`config.mk`:
```
export PLATFORM = sky130hd
export DESIGN_NAME = timed_relay_start_sequencer
export DESIGN_NICKNAME = d
export VERILOG_FILES = /design/src/rtl/trs_pkg.sv /design/src/rtl/trs_timer.sv /design/src/rtl/trs_seq.sv /design/src/rtl/timed_relay_start_sequencer.sv
export SDC_FILE = /design/constraint.sdc
export NUM_CORES = 1
export LEC_CHECK = 0
export BUFFER_PORTS_ARGS = -buffer_cell sky130_fd_sc_hd__buf_2
export CORE_MARGIN = 2
export CORE_UTILIZATION = 55
export CTS_BUF_LIST = sky130_fd_sc_hd__clkbuf_2
export CTS_CLUSTER_SIZE = 25
export DETAILED_ROUTE_END_ITERATION = 16
export PLACE_DENSITY = 0.76
export SYNTH_ARGS = -nofsm -noshare
export SYNTH_HDL_FRONTEND = slang
export SYNTH_SLANG_ARGS = --single-unit
```
`constraint.sdc`:
```
create_clock -name clk -period 1.95 [get_ports clk]
set_input_delay 0.39 -clock clk [delete_from_list [all_inputs] [get_ports clk]]
set_output_delay 0.39 -clock clk [all_outputs]
set_load 0.005 [all_outputs]
```
`src/rtl/trs_pkg.sv`:
```
// Shared types and constants for the timed relay start sequencer.
package trs_pkg;

	// Item commands.
	localparam logic CMD_TICK = 1'b0;
	localparam logic CMD_EVAL = 1'b1;

	// Sequencer phases. Codes 6 and 7 are never reached.
	typedef enum logic [2:0] {
		PH_IDLE    = 3'd0,
		PH_CONFIRM = 3'd1,
		PH_SWITCH  = 3'd2,
		PH_LATCH   = 3'd3,
		PH_RELEASE = 3'd4,
		PH_REARM   = 3'd5
	} phase_t;

	// Delay register indexes.
	typedef enum logic [2:0] {
		DLY_CONFIRM = 3'd0,
		DLY_STABLE  = 3'd1,
		DLY_ON      = 3'd2,
		DLY_LATCH   = 3'd3,
		DLY_OFF     = 3'd4,
		DLY_HOLDOFF = 3'd5
	} delay_sel_t;

	localparam int          DELAY_W    = 16;
	localparam logic [2:0]  NUM_DELAYS = 3'd6;

	typedef logic [DELAY_W-1:0] delay_t;

	localparam delay_t RST_CONFIRM = 16'd5;
	localparam delay_t RST_STABLE  = 16'd5;
	localparam delay_t RST_ON      = 16'd5;
	localparam delay_t RST_LATCH   = 16'd5;
	localparam delay_t RST_OFF     = 16'd10;
	localparam delay_t RST_HOLDOFF = 16'd360;

	// Relay level bit positions.
	localparam int RLY_TOR1 = 0;
	localparam int RLY_TOR2 = 1;
	localparam int RLY_OUT1 = 2;
	localparam int RLY_OUT2 = 3;
	localparam int RLY_OUT3 = 4;

	typedef logic [4:0] relay_t;
	localparam relay_t RELAYS_OFF     = 5'b00000;
	localparam relay_t RELAYS_ALL     = 5'b11111;
	localparam relay_t RELAYS_KEEP3   = 5'b10000;

	// LED drive bit positions: bit 0 first, bit 1 second, bit 2 third.
	typedef logic [2:0] led_t;
	localparam led_t LEDS_OFF    = 3'b000;
	localparam led_t LEDS_SECOND = 3'b010;
	localparam led_t LEDS_THIRD  = 3'b100;

	// Request from the sequencer to the countdown timer.
	typedef struct packed {
		logic       tick;
		logic       load;
		delay_sel_t sel;
	} timer_ctrl_t;

endpackage

```
`src/rtl/trs_timer.sv`:
```
// One-shot countdown timer: decrements on ticks, flags done one tick after zero.
module trs_timer (
	input  logic                clk,
	input  logic                arst_n,
	input  trs_pkg::timer_ctrl_t ctrl,
	input  trs_pkg::delay_t     load_value,
	output logic                done,
	output logic                done_next,
	output logic                running
);
	import trs_pkg::*;

	delay_t count_q, count_d;
	logic   running_q, running_d;
	logic   done_q, done_d;

	always_comb begin
		count_d   = count_q;
		running_d = running_q;
		done_d    = done_q;
		if (ctrl.load) begin
			count_d   = load_value;
			running_d = 1'b1;
			done_d    = 1'b0;
		end else if (ctrl.tick && running_q) begin
			if (count_q != '0) begin
				count_d = count_q - delay_t'(1);
			end else begin
				done_d    = 1'b1;
				running_d = 1'b0;
			end
		end
	end

	always_ff @(posedge clk or negedge arst_n) begin
		if (!arst_n) begin
			count_q   <= '0;
			running_q <= 1'b0;
			done_q    <= 1'b1;
		end else begin
			count_q   <= count_d;
			running_q <= running_d;
			done_q    <= done_d;
		end
	end

	assign done      = done_q;
	assign done_next = done_d;
	assign running   = running_q;

endmodule

```
`src/rtl/trs_seq.sv`:
```
// Phase sequencer: steps relay and LED levels and requests timer reloads.
module trs_seq (
	input  logic                 clk,
	input  logic                 arst_n,
	input  logic                 step_en,
	input  logic                 cmd,
	input  logic                 pin_low,
	input  logic                 timer_done,
	output trs_pkg::timer_ctrl_t ctrl,
	output trs_pkg::phase_t      phase_q,
	output trs_pkg::phase_t      phase_next,
	output trs_pkg::relay_t      relay_next,
	output trs_pkg::led_t        led_next
);
	import trs_pkg::*;

	phase_t phase_d;
	relay_t relay_q, relay_d;
	led_t   led_q, led_d;
	logic   eval_en;

	assign eval_en = step_en && (cmd == CMD_EVAL) && timer_done;

	always_comb begin
		phase_d   = phase_q;
		relay_d   = relay_q;
		led_d     = led_q;
		ctrl.tick = step_en && (cmd == CMD_TICK);
		ctrl.load = 1'b0;
		ctrl.sel  = DLY_CONFIRM;
		if (eval_en) begin
			case (phase_q)
				PH_IDLE: begin
					relay_d[RLY_OUT3] = 1'b0;
					if (pin_low) begin
						phase_d   = PH_CONFIRM;
						ctrl.load = 1'b1;
						ctrl.sel  = DLY_CONFIRM;
					end
				end
				PH_CONFIRM: begin
					if (pin_low) begin
						led_d     = LEDS_SECOND;
						phase_d   = PH_SWITCH;
						ctrl.load = 1'b1;
						ctrl.sel  = DLY_STABLE;
					end else begin
						phase_d = PH_IDLE;
					end
				end
				PH_SWITCH: begin
					if (pin_low) begin
						led_d     = LEDS_THIRD;
						relay_d   = RELAYS_ALL;
						phase_d   = PH_LATCH;
						ctrl.load = 1'b1;
						ctrl.sel  = DLY_ON;
					end else begin
						phase_d = PH_IDLE;
					end
				end
				PH_LATCH: begin
					phase_d   = PH_RELEASE;
					ctrl.load = 1'b1;
					ctrl.sel  = DLY_LATCH;
				end
				PH_RELEASE: begin
					relay_d   = relay_q & RELAYS_KEEP3;
					phase_d   = PH_REARM;
					ctrl.load = 1'b1;
					ctrl.sel  = DLY_OFF;
				end
				PH_REARM: begin
					if (pin_low) begin
						phase_d = PH_SWITCH;
					end else begin
						phase_d   = PH_IDLE;
						ctrl.load = 1'b1;
						ctrl.sel  = DLY_HOLDOFF;
					end
				end
				default: begin
				end
			endcase
		end
	end

	always_ff @(posedge clk or negedge arst_n) begin
		if (!arst_n) begin
			phase_q <= PH_IDLE;
			relay_q <= RELAYS_OFF;
			led_q   <= LEDS_OFF;
		end else if (step_en) begin
			phase_q <= phase_d;
			relay_q <= relay_d;
			led_q   <= led_d;
		end
	end

	assign phase_next = phase_d;
	assign relay_next = relay_d;
	assign led_next   = led_d;

endmodule

```
`src/rtl/timed_relay_start_sequencer.sv`:
```
// Top level of the timed relay start sequencer with input and result registers.
// Items pass the input register, then the result register; out_stall can hold either.
// Throughput: one item per cycle while out_stall is low; the state update for an item
// completes in the cycle it leaves the input register, so the next item sees it at once.
// Reset: arst_n clears phase, relays, LEDs, the timer (done set) and both pipeline valids,
// and returns the six delay registers to their default values.
module timed_relay_start_sequencer (
	input  logic                  clk,
	input  logic                  arst_n,
	// Input channel.
	input  logic                  in_valid,
	output logic                  in_stall,
	input  logic                  cmd,
	input  logic                  pin_low,
	// Result channel.
	output logic                  out_valid,
	input  logic                  out_stall,
	output logic [2:0]            phase,
	output logic                  timer_expired,
	output logic                  relay_tor1,
	output logic                  relay_tor2,
	output logic                  relay_out1,
	output logic                  relay_out2,
	output logic                  relay_out3,
	output logic                  led_first,
	output logic                  led_second,
	output logic                  led_third,
	// Configuration write port.
	input  logic                  cfg_we,
	input  logic [2:0]            cfg_index,
	input  logic [15:0]           cfg_data
);
	import trs_pkg::*;

	// Delay registers, written by index; indexes past the last register are dropped.
	delay_t delay_q [NUM_DELAYS];

	always_ff @(posedge clk or negedge arst_n) begin
		if (!arst_n) begin
			delay_q[DLY_CONFIRM] <= RST_CONFIRM;
			delay_q[DLY_STABLE]  <= RST_STABLE;
			delay_q[DLY_ON]      <= RST_ON;
			delay_q[DLY_LATCH]   <= RST_LATCH;
			delay_q[DLY_OFF]     <= RST_OFF;
			delay_q[DLY_HOLDOFF] <= RST_HOLDOFF;
		end else if (cfg_we && (cfg_index < NUM_DELAYS)) begin
			delay_q[cfg_index] <= cfg_data;
		end
	end

	// Input register stage. An item is applied to the state as it leaves this
	// register; it moves on whenever the result register is free.
	logic valid_s1, cmd_s1, pin_low_s1;
	logic advance;
	logic in_xfer;

	// The result register is free when empty or when its transfer completes now.
	assign advance  = !out_valid || !out_stall;
	assign in_stall = valid_s1 && !advance;
	assign in_xfer  = in_valid && !in_stall;

	always_ff @(posedge clk or negedge arst_n) begin
		if (!arst_n) begin
			valid_s1 <= 1'b0;
		end else if (in_xfer) begin
			valid_s1 <= 1'b1;
		end else if (advance) begin
			valid_s1 <= 1'b0;
		end
	end

	always_ff @(posedge clk) begin
		if (in_xfer) begin
			cmd_s1     <= cmd;
			pin_low_s1 <= pin_low;
		end
	end

	// State update happens only when the item leaves the input register.
	logic        step_en;
	timer_ctrl_t tmr_ctrl;
	logic        tmr_done, tmr_done_next, tmr_running;
	phase_t      seq_phase_q, phase_next;
	relay_t      relay_next;
	led_t        led_next;

	assign step_en = valid_s1 && advance;

	trs_seq u_seq (
		.clk        (clk),
		.arst_n     (arst_n),
		.step_en    (step_en),
		.cmd        (cmd_s1),
		.pin_low    (pin_low_s1),
		.timer_done (tmr_done),
		.ctrl       (tmr_ctrl),
		.phase_q    (seq_phase_q),
		.phase_next (phase_next),
		.relay_next (relay_next),
		.led_next   (led_next)
	);

	trs_timer u_timer (
		.clk        (clk),
		.arst_n     (arst_n),
		.ctrl       (tmr_ctrl),
		.load_value (delay_q[tmr_ctrl.sel]),
		.done       (tmr_done),
		.done_next  (tmr_done_next),
		.running    (tmr_running)
	);

	// Result register: captures the state as it stands after the item.
	logic   out_valid_q;
	phase_t phase_q;
	logic   expired_q;
	relay_t relay_q;
	led_t   led_q;

	always_ff @(posedge clk or negedge arst_n) begin
		if (!arst_n) begin
			out_valid_q <= 1'b0;
		end else if (advance) begin
			out_valid_q <= valid_s1;
		end
	end

	always_ff @(posedge clk) begin
		if (step_en) begin
			phase_q   <= phase_next;
			expired_q <= tmr_done_next;
			relay_q   <= relay_next;
			led_q     <= led_next;
		end
	end

	assign out_valid     = out_valid_q;
	assign phase         = phase_q;
	assign timer_expired = expired_q;
	assign relay_tor1    = relay_q[RLY_TOR1];
	assign relay_tor2    = relay_q[RLY_TOR2];
	assign relay_out1    = relay_q[RLY_OUT1];
	assign relay_out2    = relay_q[RLY_OUT2];
	assign relay_out3    = relay_q[RLY_OUT3];
	assign led_first     = led_q[0];
	assign led_second    = led_q[1];
	assign led_third     = led_q[2];

	// The timer is never running and done at the same time.
	assert property (@(posedge clk) disable iff (!arst_n) !(tmr_running && tmr_done))
		else $error("timer running while done");

	// An evaluation while the timer is still counting leaves the phase alone.
	assert property (@(posedge clk) disable iff (!arst_n)
		step_en && (cmd_s1 == CMD_EVAL) && !tmr_done |=> $stable(seq_phase_q))
		else $error("phase moved before timer expired");

	// A reload is only requested once the previous countdown has finished.
	assert property (@(posedge clk) disable iff (!arst_n) tmr_ctrl.load |-> tmr_done)
		else $error("timer reloaded while counting");

	// At most one LED drive bit is ever set.
	assert property (@(posedge clk) disable iff (!arst_n) $onehot0(led_next))
		else $error("more than one LED bit set");

endmodule
```
==> results.json <==
{
  "netlist_top_cells_count": "dfrtp_1 (112), mux2_2 (100), nand2_1 (35), mux2i_1 (30), nor2_1 (26)",
  "h-tree-depth": 4,
  "cts.sinks": 141,
  "drv_slew": 0,
  "grt_usage_pct": 26.5,
  "timing.final.crit_share_pct": 112,
  "fmax_ghz": 0.457,
  "synth_fp_nets": 562,
  "cts.path.max_buffers": 2,
  "core_area_um2": 11900,
  "finClkSkew_ns": 0.0253,
  "syn_inst": 534,
  "io_pins": 40,
  "vias": 4923,
  "synth_cell_types": 60,
  "yosys.cell_count.top_type": "dfrtp_1",
  "path_class": "flip-flop to flip-flop",
  "stdcell_area_um2": 8450,
  "cp-end-kind": "flip-flop",
  "grt_setup_unrepaired": "yes",
  "worst_hold_path_type": "input port to async pin",
  "grt_overflow_total": 0,
  "routed_via_density": 5.93,
  "post-route-util_pct": 71.0,
  "synth_area_leaders": "dfrtp_1 (42%), mux2_2 (17%), edfxtp_1 (6.3%)",
  "drive_above_1_share_pct": 44.8,
  "max_slew.worst_pin.slew_ns": 0.539,
  "critPathMaxFanout": 10,
  "fin_nets": 698,
  "synth_top_area_cell": "dfrtp_1",
  "die_area_um2": 13000,
  "cts_tree": "done",
  "max_cap_violations": 0,
  "grt_pass1_vias": 5193,
  "dp_hpwl_um": 10200,
  "violations": "negative setup slack",
  "clock-root-buffer": "clkbuf_2",
  "antenna_left": 0,
  "hold_viol_final": 0,
  "start_util_pct": 55.7,
  "synthArstFlopShare_pct": 90.1,
  "worst_slack_ns": -0.238,
  "clk_pin_slew_ns": 0.21,
  "dpl_cell_area_um2": 7650,
  "antenna_found_initial": 0,
  "dr.pass1.iters": 5,
  "yosysTopAreaCellShare_pct": 42.3,
  "synth.cell_area_um2": 6630,
  "relSlewSlack_pct": 64.1,
  "ys_ff_latch": 141,
  "grt_pass1_wl_um": 26200,
  "status": "finished, violations left",
  "ys.flop_type": "dfrtp_1",
  "yosysWarnings": 0,
  "vdd_drop_max_v": 0.000609,
  "wl_um": 16100,
  "syn_to_final_growth_pct": 27.5,
  "antenna_cells": 0,
  "clkLatencyLatePin_ns": 0.76,
  "rows": 40,
  "cp-start-kind": "flip-flop",
  "p_leak_uw": 0.00369,
  "io_buffers": 39,
  "p_per_area_nw_per_um2": 812,
  "grt_max_degree": 61,
  "seq_area_frac_synth_pct": 54.5,
  "crit_arrival_ns": 2.87,
  "cts_buffers": 17,
  "drtIter0Drc": 315,
  "setup_viol": 16,
  "period_needed_ns": 2.19,
  "synth_edf_count": 14,
  "gp_congestion": 0.897,
  "cp.required_ns": 2.63,
  "drc": 0,
  "whs_ns": 0.0563,
  "die_x_um": 114,
  "wire_per_inst_um": 19.3,
  "dieHeight_um": 114,
  "syn_avg_cell_area_um2": 12.4
}
## metal layers
layer | vias up | wire, um | GRT usage, %
met5 | - | 0 | 0
met3 | 45 | 792 | 6.32
met2 | 139 | 8010 | 43.9
li1 | 2249 | - | -
met1 | 2490 | 6820 | 33.8
met4 | 0 | 428 | 10.6
## registers in the layout, indices dropped and copies added (netlist names), 3 cells and up
signal	flops
delay_q	96
led_q	3
phase	3
relay_q	5
u_seq.led_q	3
u_seq.phase_q	3
u_seq.relay_q	5
u_timer.count_q	16
## per-stage QoR
step / setup TNS, ns / power (uW) / std cells / worst slack, ns
after floorplan: -1.12 / 4310 / 534 / -0.137
after global placement: -1.85 / 4580 / 765 / -0.198
after detailed placement: -2.48 / 4660 / 765 / -0.231
after CTS: -1.92 / 6870 / 822 / -0.242
after global routing: -3.97 / 7160 / 830 / -0.304
final: -2.36 / 6860 / 830 / -0.238
## path summary, 6_finish.rpt
check,end,slack [ns],cells past startpoint,from
worst min register to register,u_timer.running,0.53,1,u_timer.running
min in group clk,delay_q[94],0.25,4,cfg_index[2]
worst max register to register,u_timer.count_q[9],-0.24,7,u_timer.count_q[4]
max in group asynchronous,delay_q[66],1.18,3,arst_n
worst min-delay path,delay_q[12],0.06,2,arst_n
worst max-delay path,u_timer.count_q[9],-0.24,7,u_timer.count_q[4]
## timing repair
| item | in CTS | in global routing |
|---|---|---|
| setup endpoints to repair | 17 | 33 |
| hold buffers | 22 | 0 |
| buffers inserted | 3 | 9 |
| resized for setup | 17 | 20 |
| pin swaps | 8 | 6 |
| cloned | 0 | 1 |
| endpoints found under the hold margin | 215 | 0 |
## cell families (layout without fill, tap and decap cells)
group / count (synthesis) / after routing / synth area share (%)
xor gates and xnor gates: 14 / 14 / 1.85
DFF: 141 / 141 / 54.5
adders and majority gates: 3 / 3 / 0.528
muxes: 130 / 130 / 21.5
buffers and inverters: 35 / 184 / 2.13
AOI/OAI and AO/OA: 105 / 105 / 10.8
and+or+nand+nor: 106 / 106 / 8.66
## power by group
group	internal, uW	leakage (uW)	switching (uW)
Clock	1100	0.000182	1090
Sequential	3460	0.00166	243
Combinational	583	0.00186	384
## worst max-delay path, stage by stage, from the launching register on
cell and delay [ns]:
dfrtp_1 0.43, or3_4 0.39, or3_4 0.33, or3_4 0.35, buf_12 0.16, nor4_4 0.22, xnor2_1 0.15, o21ai_1 0.07
## cells in the final DEF (no fill, tap or decap), types with 4 or more instances in the layout
master / count
nor3_2: 6
o21ai_1: 7
buf_2: 38
buf_4: 63
o211ai_1: 5
bufinv_16: 6
edfxtp_1: 14
nor3_1: 4
or3_4: 4
nor2_1: 24
dfstp_2: 15
o2bb2ai_1: 8
mux2i_1: 30
a31oi_1: 4
buf_12: 14
dfrtp_1: 111
buf_6: 5
a21oi_1: 16
nand2b_1: 4
inv_1: 4
a22o_1: 7
clkbuf_2: 17
o21ai_0: 19
nand2_1: 32
a2bb2oi_1: 6
xnor2_1: 9
dlygate4sd3_1: 22
mux2_2: 100
a21o_1: 4
o22ai_1: 5
## final cells by class
type / count / area, um2
repair buffers: 143 / 1240
multi-input cells: 358 / 3040
inverters: 9 / 37.5
clock buffers: 17 / 85.1
fillers: 796 / 3460
well taps: 147 / 184
flip-flops and latches: 141 / 3620
clock inverters: 15 / 244
(Power assumes the default switching activity.)
